<file path="config.mk">
export PLATFORM = sky130hd
export DESIGN_NAME = wildcard_time_pattern_alarm_unit
export DESIGN_NICKNAME = d
export VERILOG_FILES = /design/src/rtl/wtpa_pkg.sv /design/src/rtl/wtpa_front.sv /design/src/rtl/wtpa_back.sv /design/src/rtl/wildcard_time_pattern_alarm_unit.sv
export SDC_FILE = /design/constraint.sdc
export NUM_CORES = 1
export LEC_CHECK = 0
export BUFFER_PORTS_ARGS = -buffer_cell sky130_fd_sc_hd__buf_2
export CAP_MARGIN = 20
export CORE_UTILIZATION = 66
export CTS_CLUSTER_SIZE = 8
export DETAILED_ROUTE_END_ITERATION = 16
export GPL_ROUTABILITY_DRIVEN = 0
export PLACE_DENSITY = 0.83
export REMOVE_ABC_BUFFERS = 1
export SLEW_MARGIN = 20
export SYNTH_ARGS = -nofsm -noshare
export SYNTH_HDL_FRONTEND = slang
export SYNTH_SLANG_ARGS = --single-unit
</file>
<file path="constraint.sdc">
create_clock -name clk -period 14.65 [get_ports clk]
set_input_delay 0.7325 -clock clk [delete_from_list [all_inputs] [get_ports clk]]
set_output_delay 0.7325 -clock clk [all_outputs]
set_load 0.02 [all_outputs]
</file>
<file path="src/rtl/wtpa_pkg.sv">
`timescale 1ns / 1ps
// ----------------------------------------------------------------------------
// wtpa_pkg
// Shared types and constants of the wildcard time-pattern alarm unit.
// ----------------------------------------------------------------------------
package wtpa_pkg;

    localparam int ENTRIES_DEFAULT = 32;
    localparam int MASK_W          = 32;
    localparam int NF              = 5;
    localparam int TUP_W           = 31;
    localparam int EXT_W           = 8;

    typedef enum logic
    {
        CMD_LOAD = 1'b0,
        CMD_TICK = 1'b1
    } cmd_t;

    typedef logic [TUP_W-1:0]           tup_t;
    typedef logic [NF-1:0][EXT_W-1:0]   ext_t;

    typedef struct packed
    {
        cmd_t kind;
        tup_t tup;
    } item_t;

    typedef struct packed
    {
        logic  valid;
        item_t item;
    } head_t;

    // month, day, hour, minute, second, each sign-extended to EXT_W bits
    function automatic ext_t widen(input tup_t t);
        ext_t r;
        r[0] = {{(EXT_W-5){t[4]}},  t[4:0]};
        r[1] = {{(EXT_W-6){t[10]}}, t[10:5]};
        r[2] = {{(EXT_W-6){t[16]}}, t[16:11]};
        r[3] = {{(EXT_W-7){t[23]}}, t[23:17]};
        r[4] = {{(EXT_W-7){t[30]}}, t[30:24]};
        return r;
    endfunction

endpackage

</file>
<file path="src/rtl/wtpa_front.sv">
`timescale 1ns / 1ps
// ----------------------------------------------------------------------------
// wtpa_front
// Accepts input beats, classifies them and holds them in a two-deep queue.
// ----------------------------------------------------------------------------
module wtpa_front
(
    input  logic                 clk,
    input  logic                 rst_n,
    input  logic                 s_tvalid,
    output logic                 s_tready,
    input  logic [31:0]          s_tdata,   // month, day, hour, minute, second, pad
    input  logic                 s_tuser,   // cmd
    output wtpa_pkg::head_t      head,
    input  logic                 pop
);
    import wtpa_pkg::*;

    item_t      q_reg [2];
    logic       wr_ptr_reg, wr_ptr_next;
    logic       rd_ptr_reg, rd_ptr_next;
    logic [1:0] cnt_reg, cnt_next;
    logic       push;
    logic       do_pop;
    item_t      in_item;

    assign s_tready     = (cnt_reg != 2'd2);
    assign push         = s_tvalid && s_tready;
    assign do_pop       = pop && (cnt_reg != 2'd0);
    assign in_item.kind = cmd_t'(s_tuser);
    assign in_item.tup  = s_tdata[TUP_W-1:0];
    assign head.valid   = (cnt_reg != 2'd0);
    assign head.item    = q_reg[rd_ptr_reg];

    always_comb
    begin
        wr_ptr_next = wr_ptr_reg ^ push;
        rd_ptr_next = rd_ptr_reg ^ do_pop;
        cnt_next    = cnt_reg + {1'b0, push} - {1'b0, do_pop};
    end

    always_ff @(posedge clk)
    begin
        if (push)
        begin
            q_reg[wr_ptr_reg] <= in_item;
        end
    end

    always_ff @(posedge clk or negedge rst_n)
    begin
        if (!rst_n)
        begin
            wr_ptr_reg <= 1'b0;
            rd_ptr_reg <= 1'b0;
            cnt_reg    <= 2'd0;
        end
        else
        begin
            wr_ptr_reg <= wr_ptr_next;
            rd_ptr_reg <= rd_ptr_next;
            cnt_reg    <= cnt_next;
        end
    end

endmodule

</file>
<file path="src/rtl/wtpa_back.sv">
`timescale 1ns / 1ps
// ----------------------------------------------------------------------------
// wtpa_back
// Executes queued commands: table loads and ticks that walk the pattern table.
// ----------------------------------------------------------------------------
module wtpa_back
#(
    parameter int ENTRIES = wtpa_pkg::ENTRIES_DEFAULT
)
(
    input  logic                 clk,
    input  logic                 rst_n,
    input  wtpa_pkg::head_t      head,
    output logic                 pop,
    output logic                 m_tvalid,
    input  logic                 m_tready,
    output logic [31:0]          m_tdata,   // due_mask
    output logic [1:0]           m_tuser    // table_full, primed_only
);
    import wtpa_pkg::*;

    localparam int IW = (ENTRIES > 1) ? $clog2(ENTRIES) : 1;
    localparam int CW = $clog2(ENTRIES + 1);

    typedef enum logic [3:0]
    {
        S_IDLE = 4'b0001,
        S_READ = 4'b0010,
        S_EVAL = 4'b0100,
        S_DONE = 4'b1000
    } state_t;

    tup_t              mem [ENTRIES];
    tup_t              rdata_reg;
    state_t            state_reg, state_next;
    logic [CW-1:0]     count_reg, count_next;
    logic [IW-1:0]     idx_reg, idx_next;
    logic              primed_reg, primed_next;
    logic [MASK_W-1:0] mask_reg, mask_next;
    logic              full_reg, full_next;
    logic              ponly_reg, ponly_next;
    tup_t              prev_reg;
    logic              out_valid_reg;
    logic [MASK_W-1:0] out_mask_reg;
    logic [1:0]        out_flags_reg;
    logic              out_free;
    logic              wr_en;
    logic              due;

    ext_t              p, v, c, a, b;
    logic [NF-1:0]     wild;
    logic              lt, dn, found;
    logic [2:0]        d, k;

    function automatic logic earlier(input ext_t x, input ext_t y);
        logic r, f;
        r = 1'b0;
        f = 1'b0;
        for (int i = 0; i < NF; i++)
        begin
            if (!f && ($signed(x[i]) < $signed(y[i])))
            begin
                r = 1'b1;
                f = 1'b1;
            end
            else if (!f && ($signed(x[i]) > $signed(y[i])))
            begin
                f = 1'b1;
            end
        end
        return r;
    endfunction

    always_comb
    begin
        p  = widen(rdata_reg);
        v  = widen(prev_reg);
        c  = widen(head.item.tup);
        lt = 1'b0;
        dn = 1'b0;
        d  = 3'(NF);
        for (int i = 0; i < NF; i++)
        begin
            wild[i] = (p[i] == {EXT_W{1'b1}});
            a[i]    = wild[i] ? v[i] : p[i];
        end
        for (int i = 0; i < NF; i++)
        begin
            if (!dn && ($signed(a[i]) < $signed(v[i])))
            begin
                lt = 1'b1;
                dn = 1'b1;
                d  = 3'(i);
            end
            else if (!dn && ($signed(a[i]) > $signed(v[i])))
            begin
                dn = 1'b1;
            end
        end
        found = 1'b0;
        k     = 3'd0;
        for (int i = 0; i < NF; i++)
        begin
            if ((3'(i) < d) && wild[i])
            begin
                found = 1'b1;
                k     = 3'(i);
            end
        end
        for (int i = 0; i < NF; i++)
        begin
            if (3'(i) < k)
                b[i] = a[i];
            else if (3'(i) == k)
                b[i] = v[i] + EXT_W'(1);
            else
                b[i] = wild[i] ? '0 : p[i];
        end
        due = lt ? (found && earlier(b, c)) : earlier(a, c);
    end

    assign out_free = !out_valid_reg || m_tready;
    assign wr_en    = (state_reg == S_IDLE) && head.valid && (head.item.kind == CMD_LOAD)
                      && (count_reg < CW'(ENTRIES));
    assign pop      = (state_reg == S_DONE) && out_free;
    assign m_tvalid = out_valid_reg;
    assign m_tdata  = out_mask_reg;
    assign m_tuser  = out_flags_reg;

    always_comb
    begin
        state_next  = state_reg;
        count_next  = count_reg;
        idx_next    = idx_reg;
        primed_next = primed_reg;
        mask_next   = mask_reg;
        full_next   = full_reg;
        ponly_next  = ponly_reg;
        unique case (state_reg)
            S_IDLE:
            begin
                if (head.valid)
                begin
                    mask_next  = '0;
                    full_next  = 1'b0;
                    ponly_next = 1'b0;
                    idx_next   = '0;
                    state_next = S_DONE;
                    if (head.item.kind == CMD_LOAD)
                    begin
                        if (wr_en)
                            count_next = count_reg + CW'(1);
                        else
                            full_next = 1'b1;
                    end
                    else if (!primed_reg)
                    begin
                        primed_next = 1'b1;
                        ponly_next  = 1'b1;
                    end
                    else if (count_reg != '0)
                    begin
                        state_next = S_READ;
                    end
                end
            end
            S_READ:
            begin
                state_next = S_EVAL;
            end
            S_EVAL:
            begin
                mask_next[idx_reg] = due;
                idx_next           = idx_reg + IW'(1);
                if (CW'(idx_reg) + CW'(1) == count_reg)
                    state_next = S_DONE;
                else
                    state_next = S_READ;
            end
            S_DONE:
            begin
                if (out_free)
                    state_next = S_IDLE;
            end
            default:
            begin
                state_next = S_IDLE;
            end
        endcase
    end

    always_ff @(posedge clk)
    begin
        if (wr_en)
        begin
            mem[count_reg[IW-1:0]] <= head.item.tup;
        end
        rdata_reg <= mem[idx_reg];
        if (pop && (head.item.kind == CMD_TICK))
        begin
            prev_reg <= head.item.tup;
        end
        if (pop)
        begin
            out_mask_reg  <= mask_reg;
            out_flags_reg <= {ponly_reg, full_reg};
        end
    end

    always_ff @(posedge clk or negedge rst_n)
    begin
        if (!rst_n)
        begin
            state_reg     <= S_IDLE;
            count_reg     <= '0;
            idx_reg       <= '0;
            primed_reg    <= 1'b0;
            mask_reg      <= '0;
            full_reg      <= 1'b0;
            ponly_reg     <= 1'b0;
            out_valid_reg <= 1'b0;
        end
        else
        begin
            state_reg  <= state_next;
            count_reg  <= count_next;
            idx_reg    <= idx_next;
            primed_reg <= primed_next;
            mask_reg   <= mask_next;
            full_reg   <= full_next;
            ponly_reg  <= ponly_next;
            if (pop)
                out_valid_reg <= 1'b1;
            else if (m_tready)
                out_valid_reg <= 1'b0;
        end
    end

endmodule

</file>
<file path="src/rtl/wildcard_time_pattern_alarm_unit.sv">
`timescale 1ns / 1ps
// ----------------------------------------------------------------------------
// wildcard_time_pattern_alarm_unit
// Alarm pattern table with wildcard fields, checked against each time tick.
// ----------------------------------------------------------------------------
// Input stream: s_tuser is the command (0 load pattern, 1 time tick), s_tdata
// carries month, day, hour, minute, second. Every input beat yields exactly
// one output beat: m_tdata is the due mask, m_tuser flags a dropped load
// (bit 0) or a first tick that only stored the time (bit 1).
// A two-deep queue sits in front of the executing engine, so inputs are
// taken while a result waits on a stalled receiver.
// Loads and the first tick go from the queue head to the done state and then
// to the output register. A later tick walks the N stored patterns through
// the shared evaluator, with a table read and an evaluate state per pattern.
// Reset empties the queue and the table count and clears the primed flag;
// table contents and previous time are not cleared. While m_tready is low
// the result holds and the engine waits, the queue keeps accepting until
// full.
// ----------------------------------------------------------------------------
module wildcard_time_pattern_alarm_unit
#(
    parameter int ENTRIES = wtpa_pkg::ENTRIES_DEFAULT
)
(
    input  logic        clk,
    input  logic        rst_n,
    input  logic        s_tvalid,
    output logic        s_tready,
    input  logic [31:0] s_tdata,   // month[4:0], day[10:5], hour[16:11],
                                   // minute[23:17], second[30:24], pad
    input  logic        s_tuser,   // cmd
    output logic        m_tvalid,
    input  logic        m_tready,
    output logic [31:0] m_tdata,   // due_mask
    output logic [1:0]  m_tuser    // table_full, primed_only
);
    import wtpa_pkg::*;

    head_t head;
    logic  pop;

    wtpa_front u_front
    (
        .clk      (clk),
        .rst_n    (rst_n),
        .s_tvalid (s_tvalid),
        .s_tready (s_tready),
        .s_tdata  (s_tdata),
        .s_tuser  (s_tuser),
        .head     (head),
        .pop      (pop)
    );

    wtpa_back #(.ENTRIES(ENTRIES)) u_back
    (
        .clk      (clk),
        .rst_n    (rst_n),
        .head     (head),
        .pop      (pop),
        .m_tvalid (m_tvalid),
        .m_tready (m_tready),
        .m_tdata  (m_tdata),
        .m_tuser  (m_tuser)
    );

    a_flags_excl: assert property (@(posedge clk) disable iff (!rst_n)
        m_tvalid |-> !(m_tuser[0] && m_tuser[1]))
        else $error("table_full and primed_only both set");

    a_flag_no_mask: assert property (@(posedge clk) disable iff (!rst_n)
        (m_tvalid && (m_tuser != 2'b00)) |-> (m_tdata == '0))
        else $error("flagged beat carries a due mask");

    a_pop_needs_head: assert property (@(posedge clk) disable iff (!rst_n)
        pop |-> head.valid)
        else $error("engine finished with an empty queue");

endmodule

</file>
* Word level (Yosys, flattened, before mapping)
Memories as Yosys holds them, arrays and structs flattened. A register that Yosys moved wholly into a read port is not among the register bits. Index checks and enable logic that the tools add are counted.
Word-level totals: flip-flop bits (word level) 120, RAM bits 1056, bits of input ports 37, output and inout bits 36, logic and storage cells 243, memories 2
Memory list:
- u_back.mem | words 32, bits a word 31, read ports 1, clocked after Yosys merged registers in 1, write ports 1, RTL line wtpa_back.sv:33 | tup_t mem [ENTRIES];
- u_front.q_reg | words 2, bits a word 32, read ports 1, clocked after Yosys merged registers in 0, write ports 1, RTL line wtpa_front.sv:19 | item_t q_reg [2];
Operators by class: add/sub/neg operators 10, magnitude comparators 40, equal/unequal tests 17, muxes and demuxes 98, bitwise logic cells 3, reductions and logical operators 59
Operators by type and width (number):
- $mux 8 | 20
- $pmux 32 s2 | 1
- $mux 1 | 57
- $gt 8x6->1 | 6
- $lt 8x6->1 | 6
- $lt 8x7->1 | 6
- $eq 8x8->1 const B | 5
- $logic_and 1x1->1 | 35
- $bwmux 32 | 1
- $mux 32 | 1
- $gt 8x5->1 | 3
- $gt 8x7->1 | 3
- $lt 8x5->1 | 3
- $mux 4 | 6
- $mux 3 | 6
- $add 7x2->8 const B | 2
- $pmux 4 s4 | 1
- $add 6x2->7 const B | 2
- $logic_not 1->1 | 13
- $lt 1x3->1 const A | 4
- $lt 2x3->1 const A | 4
- $pmux 5 s2 | 1
- $add 5x1->6 const B | 1
- $add 5x2->6 const B | 1
- other kinds (30) | 39

* Depth between registers and ports, before layout
Gate-level depths: netlist of run 1.
depth in word-level cells 51, depth in mapped cells 26

* Hierarchy
A second synthesis of run 1 with hierarchy kept.
Second synthesis, totals: cells, all modules 2581, area, all modules 48635.4 um^2
Modules (own cells, without submodules):
- wtpa_back | times used 1, cells each 2458, area an instance 46085.4 um^2
- wtpa_front | times used 1, cells each 123, area an instance 2549.9 um^2

* Least setup slack after synthesis of run 1
No wires, ideal clock.
path kind register to register, start point register u_back.rdata_reg[19], read port of u_back.mem, end point register u_back.mask_reg[10], library setup time 0.082 ns, arrival 4.816 ns, setup slack 9.752 ns, cell stages (with the launch flop) 25, path buffers 2, period minus slack after synthesis 4.898 ns, path through dfxtp_1 -> inv_1 -> nor4_1 -> nand4_1 -> clkbuf_1 -> nor2_1 -> nor2_1 -> ha_1 -> nand2_1 -> or3_1 -> a41oi_1 -> nor2_1 -> o21a_1 -> o21ai_2 -> mux2_1 -> ha_1 -> and4_1 -> nand3_1 -> nor3_1 -> nand3_1 -> or3_1 -> o21ai_1 -> o211ai_2 -> buf_2 -> a31oi_1
Between the ends: word-level cells in the longest chain between the ends 40, elaborated cells between the ends (all ways) 101
RTL lines:
- start: declaration | RTL line wtpa_back.sv:34 | tup_t rdata_reg;
- branches (longest 37 deep; another with $gt 8x7->1)
- $mux 1 (*) | RTL line wtpa_back.sv:119 | due = lt ? (found && earlier(b, c)) : earlier(a, c);
- $bwmux 32 (*) | RTL line wtpa_back.sv:173 | mask_next[idx_reg] = due;
- $pmux 32 s2 (*) | RTL line wtpa_back.sv:139 | unique case (state_reg)
- end signal: assignment | RTL line wtpa_back.sv:229 | mask_reg <= mask_next;
- end: declaration | RTL line wtpa_back.sv:39 | logic [MASK_W-1:0] mask_reg, mask_next;
Every way passes the cells marked *. A chain may end at the register's enable or synchronous reset.

* Worst setup path after layout of run 1
start point register u_back.rdata_reg[20], read port of u_back.mem, end point register u_back.mask_reg[29]
Same word-level chain as after synthesis.

==> results of run 1 <==
## power by group
part           internal (uW)  total (uW)  switching (uW)
Sequential              4340        4460             118
Clock                   2120        3570            1460
Combinational            559        1790            1230
## metrics by stage
step	power, uW	hold WS, ns	utilization (%)
global placement	6040	0.436	69.7
global route	10100	0.167	76.4
floorplan	5690	0.425	-
CTS	9760	0.130	76.3
detailed placement	6170	0.440	69.7
finish	9820	0.120	76.4
## logic make-up (layout without fill, tap and decap cells)
| family | Yosys count | after routing |
|---|---|---|
| flops | 1207 | 1207 |
| compound gates | 363 | 363 |
| other cells | 0 | 1 |
| xor+xnor | 33 | 33 |
| simple gates | 353 | 353 |
| mux | 288 | 288 |
| fa+ha+maj | 112 | 112 |
| buf+inv | 204 | 460 |
## synthesized netlist by cell type, drive strengths merged, types with 5 or more instances
cell type | count | share of area, %
dfxtp | 31 | 1.3
nand3 | 38 | 0.39
nor3 | 16 | 0.20
or3 | 7 | 0.090
o31ai | 6 | 0.093
a31oi | 43 | 0.57
o22ai | 14 | 0.22
mux2 | 9 | 0.21
or3b | 5 | 0.090
o2111ai | 7 | 0.13
nand3b | 7 | 0.11
nor2b | 18 | 0.23
inv | 87 | 0.67
o21a | 18 | 0.29
and3 | 7 | 0.090
edfxtp | 1121 | 69
a21o | 8 | 0.12
ha | 112 | 2.9
and2 | 7 | 0.090
xnor2 | 24 | 0.43
nor3b | 6 | 0.093
nand4 | 46 | 0.59
a22oi | 124 | 1.9
dfrtp | 54 | 2.8
a22o | 10 | 0.18
buf | 44 | 0.39
nand2b | 8 | 0.10
clkbuf | 73 | 0.57
mux2i | 31 | 0.64
nor2 | 120 | 0.93
o21ai | 41 | 0.43
xor2 | 9 | 0.16
a21oi | 60 | 0.63
mux4 | 248 | 12
o211ai | 8 | 0.13
nand2 | 49 | 0.38
## path summary, 6_finish.rpt
| path | startpoint | to | slack [ns] | cells after the start |
|---|---|---|---|---|
| worst min-delay path | rst_n | u_back.mask_reg[27] | 0.12 | 2 |
| worst max-delay path | u_back.rdata_reg[20] | u_back.mask_reg[29] | 7.84 | 23 |
| worst min register to register | u_back.mask_reg[6] | u_back.m_tdata[6] | 0.45 | 0 |
| min in group clk | s_tdata[21] | u_front.q_reg[1][21] | 0.17 | 1 |
| max in group asynchronous | rst_n | u_back.idx_reg[0] | 13.98 | 2 |
| worst max register to register | u_back.rdata_reg[20] | u_back.mask_reg[29] | 7.84 | 23 |
## layer usage
layer,up-vias,share of wire [%]
met2,2651,47
met3,573,13
met1,14200,34
met5,-,0.027
li1,10800,-
met4,6,5.6
## critical path: stages, from the launching register on
cell	delay [ns]
dfxtp_1	0.33
inv_1	0.09
nor4_1	0.35
nand4_1	0.60
nor2_1	0.26
nor2_1	0.09
ha_1	0.32
nand2_1	0.09
or3_1	0.39
a41oi_1	0.28
a21boi_1	0.36
nor2_2	0.11
nor3_2	0.78
or4_1	0.43
o22ai_2	0.12
ha_1	0.34
nor2b_1	0.17
o2111ai_1	0.12
o2111ai_1	0.12
nand3_1	0.10
nor2_1	0.31
o21ai_1	0.18
o211ai_4	0.40
a31oi_1	0.22
## layout make-up
class,instances,area (um^2)
Multi-Input combinational cell,1149,12300
Clock buffer,231,4500
Inverter,87,327
Sequential cell,1207,35700
Fill cell,3501,17000
Timing Repair Buffer,130,868
Antenna cell,1,2.50
Tap cell,950,1190
Clock inverter,12,200
==> impl_metrics.yaml, run 1 <==
outcome:
  status: "finished, final reports clean"
floorplan:
  initial_core_util_pct: 67.2
  rows: 98
  coreArea_um2: 72100
  die_h_um: 273
  ios: 73
  die_w_um: 273
  dieArea_um2: 74500
cts:
  path_clk_slew_ns: 0.05
  holdBufCountCts: 0
  post-cts-setup-buffers: 0
  cts_max_level: 4
  post_cts_resized: 0
  clk_latency_ns: 0.76
  cts_sinks: 1207
  cts_buffers: 168
  root_buffer: "clkbuf_16"
  cts_tree: "done"
  clockBufferDepth: 3
cells_and_area:
  layout-drive-gt1-share_pct: 22.7
  mostFrequentLayoutCell: "edfxtp_1"
  final_area_um2: 55100
  area_growth_pct: 13.6
  largest_reg_flops: 992
  final_cell_mix: "edfxtp_1, mux4_2, clkbuf_16, a22oi_1, ha_1"
  finalNetCount: 2892
  fin_cells: 3767
global_routing:
  met3_usage_pct: 10.3
  grtUsageTotal_pct: 37.0
  grt_max_degree: 110
  overflow: 0
  antenna_found_initial: 8
  grt.busiest_layer: "met2"
  met1_usage_pct: 48.3
  grt_pass1_wl_mm: 194
  grt_pass1_vias: 28700
  grtUsageMet2_pct: 57.3
logic_synthesis:
  synth_mux_area_share_pct: 12.4
  syn_area_per_cell_um2: 18.9
  synth_top_family_by_area: "multiplexers"
  ys.flop_type: "edfxtp_1"
  yosys_warnings: 0
  synth-async-reset-ratio_pct: 4.56
  synthSimpleGateAreaFrac_pct: 3.73
  synth-xor-area-share_pct: 0.596
  ys_seq_area_share_pct: 73.6
  synth_edf_count: 1121
  syn_area_um2: 48500
  synthCells: 2560
  ys_types: 78
  synth_compound_area_share_pct: 5.20
  ys_ff_latch: 1207
  synth_fa_ha_area_share_pct: 2.89
worst_setup_path:
  startpoint_type: "flop"
  critPathCaptureType: "flop"
  worstPathRequired_ns: 15.21
  worstPathArrival_ns: 7.37
  critPathKind: "flop to flop"
  cp_max_fo: 32
sta:
  fin_crit_ns: 6.81
  rsz0062_at_grt: "false"
  worstMarginPinSlew_ns: 1.19
  max_freq_mhz: 147
  fin_tns_setup_ns: 0
  hold_viol_final: 0
  finalCritPeriodShare_pct: 46.5
  setup_viol_count_final: 0
  layout_setup_ws_ns: 7.84
  fin_skew_ns: 0.0257
  slew_headroom_pct: 20.3
  slew_viol_final: 0
place:
  dpl_cell_area_um2: 50300
  portBuffers: 71
  place_ws_ns: 8.15
  dp.cells: 3518
  hpwl_mm: 65.6
route:
  first_pass_iters: 6
  wirelength_mm: 135
  dr_total_vias: 28300
  ant_nets: 0
  first_iter_violations: 4504
  wl_per_cell_um: 35.7
  drc: 0
  vias_per_cell: 7.51
pwr:
  power_density_nw_per_um2: 178
  ir_drop_mv: 0.160
  power.leakage_uw: 0.0181
hold_path:
  hp-class: "primary input to async pin"
run:
  maxCapViolCount: 0
Note: power is estimated with default switching activity, not from simulation.
==> inputs of run 2 (changes only) <==
- CORE_UTILIZATION: 66 -> 63
- PLACE_DENSITY: 0.83 -> 0.8
- clock period: 14.65 -> 6.5 ns (I/O delays scaled with it)
==> run 2 against run 1 <==
Against the previous run: sequential power increased by 130%; clock power is 130% higher; total power grew 120%; final cell count increased by 3.0%; register-to-register slack got worse by 7.5 ns; non-clock buffer count up 41; core utilization decreased by 3.2 points; count of clock-buffer cells in the layout fell by 11; largest power group unchanged; highest routed layer unchanged.
==> impl_metrics.yaml, run 2 (same netlist as run 1, synthesis figures left out) <==
route:
  ant_nets: 0
  first_iter_violations: 4611
  wl_per_cell_um: 34.5
  wirelength_mm: 134
  vias_per_cell: 7.26
  drc: 0
  first_pass_iters: 12
  dr_total_vias: 28200
cells_and_area:
  layout-drive-gt1-share_pct: 22.7
  largest_reg_flops: 992
  finalNetCount: 2933
  area_growth_pct: 15.0
  final_util_pct: 73.2
  final_cell_mix: "edfxtp_1, mux4_2, clkbuf_16, a22oi_1, ha_1"
  mostFrequentLayoutCell: "edfxtp_1"
floorplan:
  initial_core_util_pct: 63.7
  ios: 73
  dieArea_um2: 78000
  die_w_um: 279
  die_h_um: 279
  coreArea_um2: 76100
  rows: 101
sta:
  slew_headroom_pct: 23.8
  slew_viol_final: 0
  hold_viol_final: 0
  fin_tns_setup_ns: 0
  rsz0062_at_grt: "false"
  fin_crit_ns: 6.15
  worstMarginPinSlew_ns: 1.14
  finalCritPeriodShare_pct: 94.6
  setup_viol_count_final: 0
  max_freq_mhz: 163
  fin_skew_ns: 0.0333
global_routing:
  antenna_found_initial: 6
  overflow: 0
  grt_pass1_vias: 28300
  grt_pass1_wl_mm: 192
  grtUsageTotal_pct: 34.8
  grt_max_degree: 103
cts:
  cts_buffers: 168
  root_buffer: "clkbuf_16"
  clk_latency_ns: 0.75
  path_clk_slew_ns: 0.05
  cts_tree: "done"
  clockBufferDepth: 3
  cts_max_level: 4
  cts_sinks: 1207
pwr:
  power_density_nw_per_um2: 396
  ir_drop_mv: 0.265
  power.leakage_uw: 0.0183
  p_total_uw: 22100
place:
  portBuffers: 71
  hpwl_mm: 66.4
run:
  maxCapViolCount: 0
worst_setup_path:
  startpoint_type: "flop"
  startpoint: "u_back.rdata_reg[19]"
  critPathKind: "flop to flop"
  worstPathArrival_ns: 6.80
  r2r_start: "u_back.rdata_reg[19]"
  critPathCaptureType: "flop"
  cp_max_fo: 32
  worstPathRequired_ns: 7.15
outcome:
  status: "finished, final reports clean"
hold_path:
  hp-class: "primary input to async pin"
==> run 2: cell count changes in the layout (fill, tap and decap cells not counted), moves of 2 or more <==
cell | previous run | this run
clkinv_16 | 2 | 6
buf_8 | 5 | 2
inv_6 | 4 | 1
diode_2 | 1 | 3
buf_16 | 1 | 3
clkbuf_1 | 60 | 50
buf_12 | 1 | 8
dlygate4sd3_1 | 0 | 35
==> run 2: timing repair <==
| action | CTS | global route |
|---|---|---|
| endpoints found under the setup margin | 0 | 1 |
| gates resized for setup | 0 | 1 |
| hold buffers | 35 | 0 |
| buffers inserted | 0 | 0 |
| endpoints found under the hold margin | 122 | 0 |
==> run 2: routing by layer <==
metal,GRT usage (%),vias up,wire length [um]
met5,0,-,41
met4,17.5,6,7120
met3,8.32,477,16400
met2,55.9,2574,64900
met1,45.1,14200,45400
li1,-,10900,-
==> run 2: path summary, 6_finish.rpt <==
| path | to | slack [ns] | cells past startpoint |
|---|---|---|---|
| min in group clk | u_front.q_reg[0][29] | 0.31 | 2 |
| max | u_back.mask_reg[13] | 0.35 | 23 |
| min reg2reg | u_back.m_tdata[18] | 0.44 | 0 |
| min | u_back.mask_reg[6] | 0.26 | 3 |
| max in group asynchronous | u_back.idx_reg[1] | 5.69 | 3 |
| max reg2reg | u_back.mask_reg[13] | 0.35 | 23 |
==> run 2: final cells by class <==
class	instances	area [um^2]
inverter	87	327
tap	1030	1290
clock buffer	220	4440
multi-input combinational	1149	12300
antenna	3	7.51
sequential	1207	35700
clock inverter	13	298
fill	3993	20400
timing repair buffer	171	1370
==> run 2: power breakdown <==
group          leakage, uW  switching, uW  total (uW)  internal (uW)
combinational      0.00495           2670        3920           1250
clock              0.00228           3320        8070           4750
sequential          0.0111            300       10100           9790
total               0.0183           6290       22100          15800
==> run 2: per-stage QoR <==
step | instance area, um^2 | std cells | setup WS [ns] | hold WS, ns
floorplan | 48000 | 2443 | -4.56 | 0.0294
global placement | 50400 | 3600 | 0.725 | 0.434
detailed placement | 50600 | 3607 | 0.530 | 0.441
CTS | 55700 | 3875 | 0.466 | 0.252
global route | 55700 | 3878 | 0.0242 | 0.295
finish | 55700 | 3880 | 0.352 | 0.255
==> run 2: critical path, stage by stage, from the launching register on <==
cell       delay (ns)
dfxtp_1          0.33
inv_1            0.08
nor4_1           0.30
nand4_1          0.60
nor2_1           0.26
nor2_1           0.09
ha_1             0.32
nand2_1          0.11
or3_1            0.37
a41oi_1          0.30
nor2_2           0.15
nor3_2           0.45
or2_1            0.33
o22ai_1          0.15
ha_1             0.34
or4b_2           0.61
a21oi_1          0.15
o211ai_1         0.14
a21oi_1          0.14
a2111oi_0        0.07
o21ai_1          0.13
o211ai_2         0.13
buf_4            0.28
a31oi_1          0.22
